**src/rtl/scbc_ram.sv**
```systemverilog
`timescale 1ns / 1ps

module scbc_ram #(
  parameter int WIDTH = 8,
  parameter int DEPTH = 16
) (
  input  logic                                       clk,
  input  logic                                       we,
  input  logic [((DEPTH > 1) ? $clog2(DEPTH) : 1)-1:0] waddr,
  input  logic [WIDTH-1:0]                           wdata,
  input  logic                                       re,
  input  logic [((DEPTH > 1) ? $clog2(DEPTH) : 1)-1:0] raddr,
  output logic [WIDTH-1:0]                           rdata
);

  logic [WIDTH-1:0] mem [DEPTH];
  logic [WIDTH-1:0] rdata_r;

  always_ff @(posedge clk) begin
    if (we) begin
      mem[waddr] <= wdata;
    end
    if (re) begin
      rdata_r <= mem[raddr];
    end
  end

  assign rdata = rdata_r;

endmodule

```
**config.mk**
```make
export PLATFORM = sky130hd
export DESIGN_NAME = scbc_ram
export DESIGN_NICKNAME = d
export VERILOG_FILES = /design/src/rtl/scbc_ram.sv
export SDC_FILE = /design/constraint.sdc
export NUM_CORES = 1
export LEC_CHECK = 0
export BUFFER_PORTS_ARGS = -buffer_cell sky130_fd_sc_hd__buf_4
export CELL_PAD_IN_SITES_DETAIL_PLACEMENT = 1
export CELL_PAD_IN_SITES_GLOBAL_PLACEMENT = 2
export CORE_UTILIZATION = 43
export DETAILED_ROUTE_END_ITERATION = 7
export GPL_TIMING_DRIVEN = 0
export PLACE_DENSITY = 0.84
export SKIP_LAST_GASP = 1
export SYNTH_ARGS = -nofsm -noshare
export SYNTH_HDL_FRONTEND = slang
export SYNTH_SLANG_ARGS = --single-unit
```
**constraint.sdc**
```tcl
create_clock -name clk -period 1.5 [get_ports clk]
set_input_delay 0.075 -clock clk [delete_from_list [all_inputs] [get_ports clk]]
set_output_delay 0.075 -clock clk [all_outputs]
set_load 0.05 [all_outputs]
```
==> metrics.cfg <==
[status]
outcome=complete, but fails checks
violations=design-rule violations

[pwr]
worst_ir_drop_vdd_mv=0.6951
power_leakage_nw=2.061
cellPowerDensity_nw_per_um2=1389

[route]
drt_iter0_drc=164
antenna_left=0
routed-via-count=2452
vias_per_cell=5.637
wl_per_cell_um=24.85
drcViolationCount=4
drt_first_pass_iters=6
finalWirelength_mm=10.81

[sta]
finalCriticalPeriod_ps=1483
postLayoutSetupSlackWorst_ps=16.60
setup-violations-final=0
final_hold_violating_endpoints=0
rsz0062_at_grt=yes
slew-limit-headroom=0.1314
finalSetupTns_ps=0
whs_ps=35.15
actual_transition_at_the_worst_max_transition_pin_ps=1293
skew_ps=5.726
max_slew_violation_total_from_the_final_report=0
period_share=0.9889
timing.fmax_mhz=674.1

[floorplan]
start_util=0.4501
dieArea_sq_um=12600
die_x_um=112.3
std_cell_rows=39
floorplan.io_pins=27
coreArea_sq_um=11610
dieHeight_um=112.3

[critical_path]
critical-path-max-stage-delay_ps=550
start_kind=register
worst_path_class_setup=register to register
critPathLaunch=mem[5][0]
path_cells=mux4_1 > a22oi_2 > nand2_1
worstSetupEndpoint=rdata[0]
worstRegToRegCells=3
critPathRequiredTime_ps=1640
crit-reg2reg-capture=rdata[0]
worstPathMaxFanout=1
worstPathArrival_ps=1630
crit_slowest_cell=sky130_fd_sc_hd__mux4_1
timing.reg2reg.setup_slack_ps=20
worstReg2RegStart=mem[5][0]
cp-end-kind=register

[cells_and_area]
area_delta_synth_final_pct=19.34
fillers=1019
layout-drive-gt1-share=0.3014
antenna-diode-count=0
final_stage_net_count=299

[global_route]
globalRoute.totalOverflow=0
grt_pass1_vias=2695
grt_antenna_before_repair=0
grt_max_degree=17
grt_pass1_wl_mm=16.30
groute.usage.overall=0.1884

[yosys]
post_synth.cell_area_avg_sq_um=22.83
synth_cell_type_count=18
synth_top_cell_area_share=0.7812
warnings_synthesis=0
synthesis.instances=229
synthesis.nets=248
yosys_top_cell_by_area=sky130_fd_sc_hd__edfxtp_1
ys_ff_latch=136
netlist_top_cells_area=sky130_fd_sc_hd__edfxtp_1, sky130_fd_sc_hd__mux4_2, sky130_fd_sc_hd__mux4_1, sky130_fd_sc_hd__a22oi_1, sky130_fd_sc_hd__nor2_1
synth_area_sq_um=5228
ys_seq_area_frac=0.7812

[job]
cap_violations=0

[placement]
gp_routability_congestion=0.6980
detailedPlacementHpwl_mm=6.766
buffer_ports.inserted=25
post-place-ws_ps=-386.1

[clock_tree]
clk_pin_slew_ps=60
cts.path.max_buffers=2
tritoncts_clock_tree=yes
numCtsBuffers=17
cts-root-buf=sky130_fd_sc_hd__clkbuf_16
htree_num_levels=4
worst_skew_pair.late_latency_ps=410
clock_sink_count=136

[min_path]
hold_class=primary input to register

[cell usage in the layout, fill, tap and decap left out, types with 3 or more instances in the layout]
cell	n
sky130_fd_sc_hd__a22oi_1	10
sky130_fd_sc_hd__mux4_1	12
sky130_fd_sc_hd__clkinv_1	6
sky130_fd_sc_hd__clkbuf_16	17
sky130_fd_sc_hd__buf_2	3
sky130_fd_sc_hd__nand2_1	9
sky130_fd_sc_hd__nor2_1	13
sky130_fd_sc_hd__buf_6	3
sky130_fd_sc_hd__a22oi_2	6
sky130_fd_sc_hd__dlygate4sd3_1	7
sky130_fd_sc_hd__clkdlybuf4s25_2	3
sky130_fd_sc_hd__buf_4	26
sky130_fd_sc_hd__edfxtp_1	136
sky130_fd_sc_hd__clkinv_2	3
sky130_fd_sc_hd__mux4_2	20
[sequential cells by signal, indices dropped and copies added (netlist names)]
signal,cells
mem,128
rdata,8
[how the worst min path moves through the flow]
| stage | from | end | slack (ps) | cells past startpoint |
|---|---|---|---|---|
| 6_report | wdata[1] | mem[4][1] | 40 | 1 |
| 5_1_grt | wdata[2] | mem[15][2] | 30 | 1 |
| 4_1_cts | wdata[2] | mem[15][2] | 20 | 1 |
| 3_5_place_dp | re | rdata[1] | 360 | 1 |
| 3_3_place_gp | re | rdata[3] | 350 | 1 |
| 2_1_floorplan | wdata[0] | mem[0][0] | 170 | 0 |
[metrics by stage]
stage / power [mW] / cells / instance area [sq um] / util
3_3_place_gp: 4.854 / 397 / 5599 / 0.4821
2_1_floorplan: 4.660 / 229 / 5233 / -
5_1_grt: 8.853 / 435 / 6238 / 0.5372
3_5_place_dp: 4.881 / 397 / 5599 / 0.4821
6_report: 8.666 / 435 / 6238 / 0.5372
4_1_cts: 8.712 / 435 / 6227 / 0.5362
[where the power goes]
group	switching, mW	internal, mW
sequential	0.0220	4.28
clock	1.45	2.39
combinational	0.315	0.207
[critical path, delay by kind of cell (launching register included)]
| kind | cells | cell delay, ps |
|---|---|---|
| and+or+nand+nor | 1 | 110 |
| AOI/OAI and AO/OA | 1 | 190 |
| muxes | 1 | 550 |
| DFF | 1 | 360 |
[routing by layer]
layer	wire length [um]	vias up	track usage
li1	-	1080	-
met1	4705	1295	0.2431
met2	5542	68	0.3110
met3	453	9	0.05346
met4	107	0	0.06133
met5	0	-	0
[area by class of cell]
cell class	count	area (sq um)	area share
Buffer	10	86.33	0.01384
Clock buffer	18	429.2	0.06879
Timing Repair Buffer	32	257.7	0.04132
Clock inverter	13	112.6	0.01805
Tap cell	143	178.9	0.02868
Sequential cell	136	4084	0.6546
Multi-Input combinational cell	83	1090	0.1747
[timing repair]
| item | CTS | global route |
|---|---|---|
| setup endpoints to repair | 13 | 6 |
| pin swaps | 1 | 2 |
| endpoints found under the hold margin | 86 | 0 |
| gates resized for setup | 5 | 4 |
| hold buffers | 7 | 0 |
| setup buffers | 0 | 0 |
[synthesized netlist by cell type]
library cell and instances:
sky130_fd_sc_hd__nor3_1 4, sky130_fd_sc_hd__buf_6 3, sky130_fd_sc_hd__buf_2 3, sky130_fd_sc_hd__nand3_1 1
sky130_fd_sc_hd__clkdlybuf4s25_2 3, sky130_fd_sc_hd__edfxtp_1 136, sky130_fd_sc_hd__buf_4 1, sky130_fd_sc_hd__mux4_1 14
sky130_fd_sc_hd__nor2_1 13, sky130_fd_sc_hd__nand2b_1 2, sky130_fd_sc_hd__nand3b_1 2, sky130_fd_sc_hd__a22oi_1 16
sky130_fd_sc_hd__and2b_1 1, sky130_fd_sc_hd__and2_1 1, sky130_fd_sc_hd__mux4_2 18, sky130_fd_sc_hd__nor2b_1 1
sky130_fd_sc_hd__or3b_2 1, sky130_fd_sc_hd__nand2_1 9
[logic make-up after synthesis]
group           count (synthesis)  synth area share
mux                            32            0.1479
compound gates                 16           0.02298
flops                         136            0.7812
buf+inv                        10           0.01651
simple gates                   35           0.03136
(Power assumes the default switching activity.)
