[src/rtl/scbc_pkg.sv]
`timescale 1ns / 1ps

package scbc_pkg;

  localparam int ADDR_W     = 48;
  localparam int SIZE_W     = 32;
  localparam int TOTAL_W    = 9;
  localparam int NONEMPTY_W = 5;
  localparam int OVER_W     = 32;

  localparam int NUM_CLASSES_DEF = 16;
  localparam int CLASS_DEPTH_DEF = 16;
  localparam int PAGE_SHIFT_DEF  = 12;

  typedef enum logic {
    OP_ALLOC = 1'b0,
    OP_FREE  = 1'b1
  } op_t;

  // per-request result leaving the class control
  typedef struct packed {
    logic                  hit;
    logic                  too_large;
    logic                  pop;
    logic [TOTAL_W-1:0]    cached_total;
    logic [NONEMPTY_W-1:0] nonempty_classes;
    logic [OVER_W-1:0]     too_large_count;
  } res_t;

endpackage

[src/rtl/scbc_ctrl.sv]
`timescale 1ns / 1ps

module scbc_ctrl #(
  parameter int NUM_CLASSES = scbc_pkg::NUM_CLASSES_DEF,
  parameter int CLASS_DEPTH = scbc_pkg::CLASS_DEPTH_DEF,
  parameter int PAGE_SHIFT  = scbc_pkg::PAGE_SHIFT_DEF,
  parameter int RA_W        = 8
) (
  input  logic                          clk,
  input  logic                          rst_n,
  input  logic                          cfg_wr_en,
  input  logic                          cfg_wr_data,
  input  logic                          accept,
  input  scbc_pkg::op_t                 op,
  input  logic [scbc_pkg::SIZE_W-1:0]   size_bytes,
  input  logic [scbc_pkg::ADDR_W-1:0]   buffer_addr,
  output logic                          ram_we,
  output logic [RA_W-1:0]               ram_waddr,
  output logic [scbc_pkg::ADDR_W-1:0]   ram_wdata,
  output logic                          ram_re,
  output logic [RA_W-1:0]               ram_raddr,
  output scbc_pkg::res_t                res
);
  import scbc_pkg::*;

  localparam int CLS_W  = (NUM_CLASSES > 1) ? $clog2(NUM_CLASSES) : 1;
  localparam int PTR_W  = (CLASS_DEPTH > 1) ? $clog2(CLASS_DEPTH) : 1;
  localparam int CNT_IW = $clog2(CLASS_DEPTH + 1);
  localparam int TOT_IW = $clog2(NUM_CLASSES * CLASS_DEPTH + 1);
  localparam int NE_IW  = $clog2(NUM_CLASSES + 1);
  localparam int PG_W   = SIZE_W + 1 - PAGE_SHIFT;

  logic                cache_enable_r;
  logic [PTR_W-1:0]    head_r  [NUM_CLASSES];
  logic [PTR_W-1:0]    tail_r  [NUM_CLASSES];
  logic [CNT_IW-1:0]   count_r [NUM_CLASSES];
  logic [TOT_IW-1:0]   total_r, total_nxt;
  logic [NE_IW-1:0]    nonempty_r, nonempty_nxt;
  logic [OVER_W-1:0]   oversize_r, oversize_nxt;

  logic [SIZE_W:0]     size_sum;
  logic [PG_W-1:0]     pages;
  logic                too_large, in_range;
  logic [CLS_W-1:0]    idx;
  logic [CNT_IW-1:0]   cnt;
  logic [PTR_W-1:0]    head, tail, head_nxt, tail_nxt;
  logic                pop, push, over_inc;
  logic [RA_W-1:0]     base;
  logic [TOT_IW+TOTAL_W-1:0]   total_ext;
  logic [NE_IW+NONEMPTY_W-1:0] ne_ext;

  // round up to pages; page count p picks class p-1
  assign size_sum  = {1'b0, size_bytes} + (SIZE_W+1)'((64'd1 << PAGE_SHIFT) - 64'd1);
  assign pages     = size_sum[SIZE_W:PAGE_SHIFT];
  assign too_large = pages > PG_W'(NUM_CLASSES);
  assign in_range  = !too_large && (pages != '0);
  assign idx       = in_range ? CLS_W'(pages - PG_W'(1)) : '0;

  assign cnt  = count_r[idx];
  assign head = head_r[idx];
  assign tail = tail_r[idx];

  assign head_nxt = (head == PTR_W'(CLASS_DEPTH - 1)) ? '0 : head + PTR_W'(1);
  assign tail_nxt = (tail == PTR_W'(CLASS_DEPTH - 1)) ? '0 : tail + PTR_W'(1);

  assign pop      = accept && in_range && (op == OP_ALLOC) && (cnt != '0);
  assign push     = accept && in_range && (op == OP_FREE) && cache_enable_r &&
                    (cnt != CNT_IW'(CLASS_DEPTH));
  assign over_inc = accept && too_large && (op == OP_ALLOC) && (oversize_r != '1);

  always_comb begin
    total_nxt    = total_r;
    nonempty_nxt = nonempty_r;
    oversize_nxt = oversize_r;
    if (push) begin
      total_nxt = total_r + TOT_IW'(1);
      if (cnt == '0) begin
        nonempty_nxt = nonempty_r + NE_IW'(1);
      end
    end
    if (pop) begin
      total_nxt = total_r - TOT_IW'(1);
      if (cnt == CNT_IW'(1)) begin
        nonempty_nxt = nonempty_r - NE_IW'(1);
      end
    end
    if (over_inc) begin
      oversize_nxt = oversize_r + OVER_W'(1);
    end
  end

  always_ff @(posedge clk) begin
    if (!rst_n) begin
      cache_enable_r <= 1'b0;
      total_r        <= '0;
      nonempty_r     <= '0;
      oversize_r     <= '0;
      for (int i = 0; i < NUM_CLASSES; i++) begin
        head_r[i]  <= '0;
        tail_r[i]  <= '0;
        count_r[i] <= '0;
      end
    end else begin
      if (cfg_wr_en) begin
        cache_enable_r <= cfg_wr_data;
      end
      total_r    <= total_nxt;
      nonempty_r <= nonempty_nxt;
      oversize_r <= oversize_nxt;
      if (pop) begin
        head_r[idx]  <= head_nxt;
        count_r[idx] <= cnt - CNT_IW'(1);
      end
      if (push) begin
        tail_r[idx]  <= tail_nxt;
        count_r[idx] <= cnt + CNT_IW'(1);
      end
    end
  end

  assign base      = RA_W'(idx) * RA_W'(CLASS_DEPTH);
  assign ram_we    = push;
  assign ram_waddr = base + RA_W'(tail);
  assign ram_wdata = buffer_addr;
  assign ram_re    = pop;
  assign ram_raddr = base + RA_W'(head);

  assign total_ext = {{TOTAL_W{1'b0}}, total_nxt};
  assign ne_ext    = {{NONEMPTY_W{1'b0}}, nonempty_nxt};

  always_comb begin
    res                  = '0;
    res.hit              = pop || push;
    res.too_large        = too_large;
    res.pop              = pop;
    res.cached_total     = total_ext[TOTAL_W-1:0];
    res.nonempty_classes = ne_ext[NONEMPTY_W-1:0];
    res.too_large_count  = oversize_nxt;
  end

`ifndef ASSERT_OFF
  a_pop_push_excl: assert property (@(posedge clk) disable iff (!rst_n)
    !(pop && push))
    else $error("pop and push in one transfer");

  a_push_total: assert property (@(posedge clk) disable iff (!rst_n)
    push |=> total_r == $past(total_r) + TOT_IW'(1))
    else $error("cached total did not follow push");

  a_over_count: assert property (@(posedge clk) disable iff (!rst_n)
    over_inc |=> oversize_r == $past(oversize_r) + OVER_W'(1))
    else $error("oversize count did not advance");
`endif

endmodule

[config.mk]
export PLATFORM = sky130hd
export DESIGN_NAME = scbc_ctrl
export DESIGN_NICKNAME = d
export VERILOG_FILES = /design/src/rtl/scbc_pkg.sv /design/src/rtl/scbc_ctrl.sv
export SDC_FILE = /design/constraint.sdc
export NUM_CORES = 1
export LEC_CHECK = 0
export BUFFER_PORTS_ARGS = -buffer_cell sky130_fd_sc_hd__clkbuf_2
export CAP_MARGIN = 40
export CORE_MARGIN = 8
export CORE_UTILIZATION = 26
export CTS_BUF_LIST = sky130_fd_sc_hd__clkbuf_4
export DETAILED_ROUTE_END_ITERATION = 10
export PLACE_DENSITY = 0.5
export SYNTH_ARGS = -nofsm -noshare
export SYNTH_HDL_FRONTEND = slang
export SYNTH_SLANG_ARGS = --single-unit
[constraint.sdc]
create_clock -name clk -period 7.9 [get_ports clk]
set_clock_uncertainty 0.2 [all_clocks]
set_input_delay 0.395 -clock clk [delete_from_list [all_inputs] [get_ports clk]]
set_output_delay 0.395 -clock clk [all_outputs]
set_load 0.05 [all_outputs]
==> summary by stage <==
Hold path
The path with the worst hold slack has its endpoint at total_r[0]. In this run the worst hold path is classified as in -> reg. Counting instances, the worst hold path has a depth of 2. The launch point of the worst hold path is rst_n.

Logic synthesis
In the synthesized netlist the dominant register cell turns out to be edfxtp_1. The cell type contributing the most total cell area after synthesis is edfxtp_1. When the netlist entered floorplanning its net count stood at 1479. The unique cell type count in the Yosys netlist is 86.

Sorting the synthesized cells by area gives the leading types as edfxtp_1 45%, dfxtp_1 6.7%, nor2_1 4.5%. The share of synthesized area occupied by flip-flops and latches is 51.4%. The post-synthesis area per instance is 10.1 um2. The proportion of netlist area held by the largest area contributor is 44.7%.

The Yosys step of the flow raised 0 warnings. The proportion of synthesized flip-flops having asynchronous set or reset is 0%. The number of enable flip-flop cells after synthesis is 208. The cell area that synthesis handed to floorplanning was ~0.014 mm2. The flip-flop and latch count after synthesis is approximately 260. The cell count after synthesis is 1382.

Floorplan
The number of I/O pins is 201. The die covers between 0.06 and 0.07 mm2. The height of the die is 248 um. The core region is 0.0535 mm2. The number of placement rows is 85. The horizontal die dimension is 248 um. The initial cell density of the core is 26.1%.

Critical path
The terminus of the critical flop-to-flop path is count_r[15][1]. The signal on the critical path passes through clkbuf_2 -> nor4_1 -> a31oi_1 -> nor2_4 -> inv_2 -> ha_1 -> inv_1 -> o311ai_1 -> o32ai_2 -> xnor2_2 -> and2_1 -> nand3_2 -> inv_1 -> a31oi_1 -> o221ai_1 -> ha_1 -> nand3_1 -> o31ai_4 -> inv_2 -> a22oi_2 -> xnor2_1 -> buf_12. Counting cells, the worst reg-to-reg path comes to 13. STA puts the critical path data arrival time at slightly below 7000 ps. The maximum single-stage delay on the critical path is approximately 800 ps. STA classifies the critical path startpoint as a primary input. The critical setup path kind is in -> out. The kind of end point of the critical path is a primary output. The data required time of the critical path is 7300 ps. In this run the register-to-register setup slack is 3220 ps. Along the worst path, the maximum fanout reaches 12. The largest individual stage delay along the critical path comes from the cell o31ai_4.

The startpoint of the lowest-slack register-to-register path is count_r[2][1].

Layout
Summing all non-filler instances in the final layout gives an area of about 0.016 mm2. The most frequent standard cell in the layout excluding fill and tap cells is edfxtp_1. The library cells used most frequently in the layout, excluding fill and tap cells, are 208 x edfxtp_1, 168 x nor2_1, 137 x nand2_1.

The signed area change from the synthesized netlist to the final layout is 14.5%. The net count reported at finish is about 1.5k. The fraction of final layout cells with drive strength greater than 1 is 21.0%.

Clock tree
The CTS buffer count is 72. The number of buffers inserted by post-CTS setup repair is 0. In this run the number of H-tree levels came out at 3. TritonCTS built the clock tree. The number of sinks on the clock net is 255.

The quantity of gates resized following cts is 0. In this run the deepest clock path goes through 3 buffers. The root cell of the clock tree is clkbuf_4. The clock latency of the later-clocked register in the worst-skew pair is 770 ps.

The clock transition at the register clock pins on the worst setup and hold paths after CTS is 70 ps.

STA
At the pin with the least slew margin, the transition time is 1050 ps. The setup TNS is 0 ps. The number of max-slew violations in the final report is 0.

The final critical path takes up 95.0% of the cycle. In this run the tightest slew margin relative to its limit is 30.3%. The clock period minus worst slack is 7510 ps. Setup repair after global routing left no endpoint under its margin.

The number of setup violations in the final report is 0. For this run, the top clock speed supported by timing is 133 MHz. The post-route worst hold slack is 261 ps. The final number of hold-violating endpoints came to 0.

Status
The flow ran to the end, and the final reports show no timing, DRC or antenna violations.

Place
The number of port buffers is 104. After detailed placement, the total cell area comes to 0.0150 mm2. The detailed-placement wirelength estimate is between 30 and 40 mm. The weighted congestion reported at the end of routability-driven placement is 0.879.

Power
The switching component of the power is 854 uW. The fraction of power spent switching nets is a little over a quarter. Of the total power, registers draw 47.9%. The standby leakage power is 5.66 nW. The internal portion of the total power is 2.27 mW. The clock network burns ~42% of the power. The power density over the cells is 196 mW/mm2. VDD sags by at most 0.0736 mV.

Summing internal, switching and leakage power gives approximately 3.1 mW. Combinational logic burns 10.6% of the power.

Global route
The initial antenna violation count is 2. The via count of the first global-routing pass is 11.5k. The wire length of the first global-routing pass is approximately 72 mm. Entering global routing, the biggest net connects 65 pins. After global routing the overflow that remains totals 0. Global routing used 15.4% of the available tracks.

Routing
The routed length per placed instance is 21.6 um. The first detailed-routing pass took 5 iterations. After detailed routing, the total wire length is 47.7 mm.

The number of remaining DRC errors is 0. The routed layout has 11.6k vias. The number of nets still failing antenna checks after routing is 0. The via-per-instance ratio is about 5.2.

The DRC violation total after the first TritonRoute iteration is roughly 1.2k.

Job
The number of max-cap violations is 0.
==> metrics by stage <==
| stage | util [%] | setup WS [ps] | instances |
|---|---|---|---|
| after floorplan | - | 333 | 1382 |
| after global placement | 27.9 | 579 | 2063 |
| after detailed placement | 28.1 | 418 | 2071 |
| after CTS | 29.9 | 498 | 2203 |
| after global routing | 29.9 | 36.8 | 2208 |
| final | 29.9 | 394 | 2208 |
==> power by group through the flow <==
stage	clock network (mW)	logic, mW	registers (mW)
2_1_floorplan	0	0.272	1.52
3_3_place_gp	0	0.321	1.53
3_5_place_dp	0	0.323	1.53
4_1_cts	1.33	0.326	1.50
5_1_grt	1.40	0.350	1.50
6_report	1.30	0.330	1.50
==> sequential cells by signal, summed over array words and instances (netlist names) <==
signal / flops
head_r: 64
total_r: 9
oversize_r: 32
tail_r: 64
cache_enable_r: 1
nonempty_r: 5
count_r: 80
==> Yosys cell counts (22+ instances only) <==
library cell / number
and3_1: 28
o21ai_0: 49
nor2_1: 168
buf_4: 58
and2_1: 56
xnor2_1: 37
nand4_1: 22
dfxtp_1: 47
a21oi_1: 24
nand2_1: 137
clkbuf_1: 42
nor3_1: 118
buf_2: 36
inv_1: 22
edfxtp_1: 208
nand3_1: 54
==> worst max-delay path by stage <==
| stage | start | endpoint | slack, ps |
|---|---|---|---|
| finish | size_bytes[8] | res[39] | 390 |
| global route | size_bytes[8] | res[39] | 40 |
| CTS | size_bytes[8] | res[39] | 500 |
| detailed placement | size_bytes[8] | count_r[5][1] | 420 |
| global placement | size_bytes[2] | res[39] | 580 |
| floorplan | size_bytes[8] | head_r[5][3] | 330 |
==> final cells by class <==
class / instances / area (um2)
antenna: 5 / 12.5
clock buffer: 109 / 818
clock inverter: 21 / 136
fill: 5609 / 37500
inverter: 26 / 97.6
multi-input combinational: 955 / 5880
sequential: 255 / 7190
tap: 696 / 871
timing repair buffer: 141 / 998
==> critical path, delay by kind of cell <==
kind	cells	cell delay, ps
xor gates and xnor gates	2	400
buffers and inverters	6	1360
and+or+nand+nor	5	1680
AOI/OAI and AO/OA	7	2460
adders and majority gates	2	610
==> what timing repair did <==
action                     4_1_cts  5_1_grt
setup endpoints to repair        0        1
hold endpoints to repair         1        0
hold buffers                     2        0
==> metal layers <==
| layer | share of wire [%] | track usage (%) | up-vias | wire (um) |
|---|---|---|---|---|
| li1 | - | - | 5217 | - |
| met1 | 43 | 20.9 | 5602 | 20700 |
| met2 | 44 | 23.1 | 676 | 20800 |
| met3 | 11 | 4.58 | 75 | 5010 |
| met4 | 2.4 | 4.98 | 0 | 1150 |
| met5 | 0 | 0 | - | 0 |
==> logic make-up after synthesis <==
kind of cell / after synthesis / share of synthesized area (%)
adder cells (fa/ha/maj): 11 / 0.985
AO/OA/AOI/OAI: 212 / 11.2
buffers and inverters: 172 / 6.66
XOR/XNOR: 52 / 3.31
flip-flops: 255 / 51.4
AND/OR/NAND/NOR: 644 / 22.5
multiplexers: 36 / 3.93
Power figures use the tool's default switching activity.
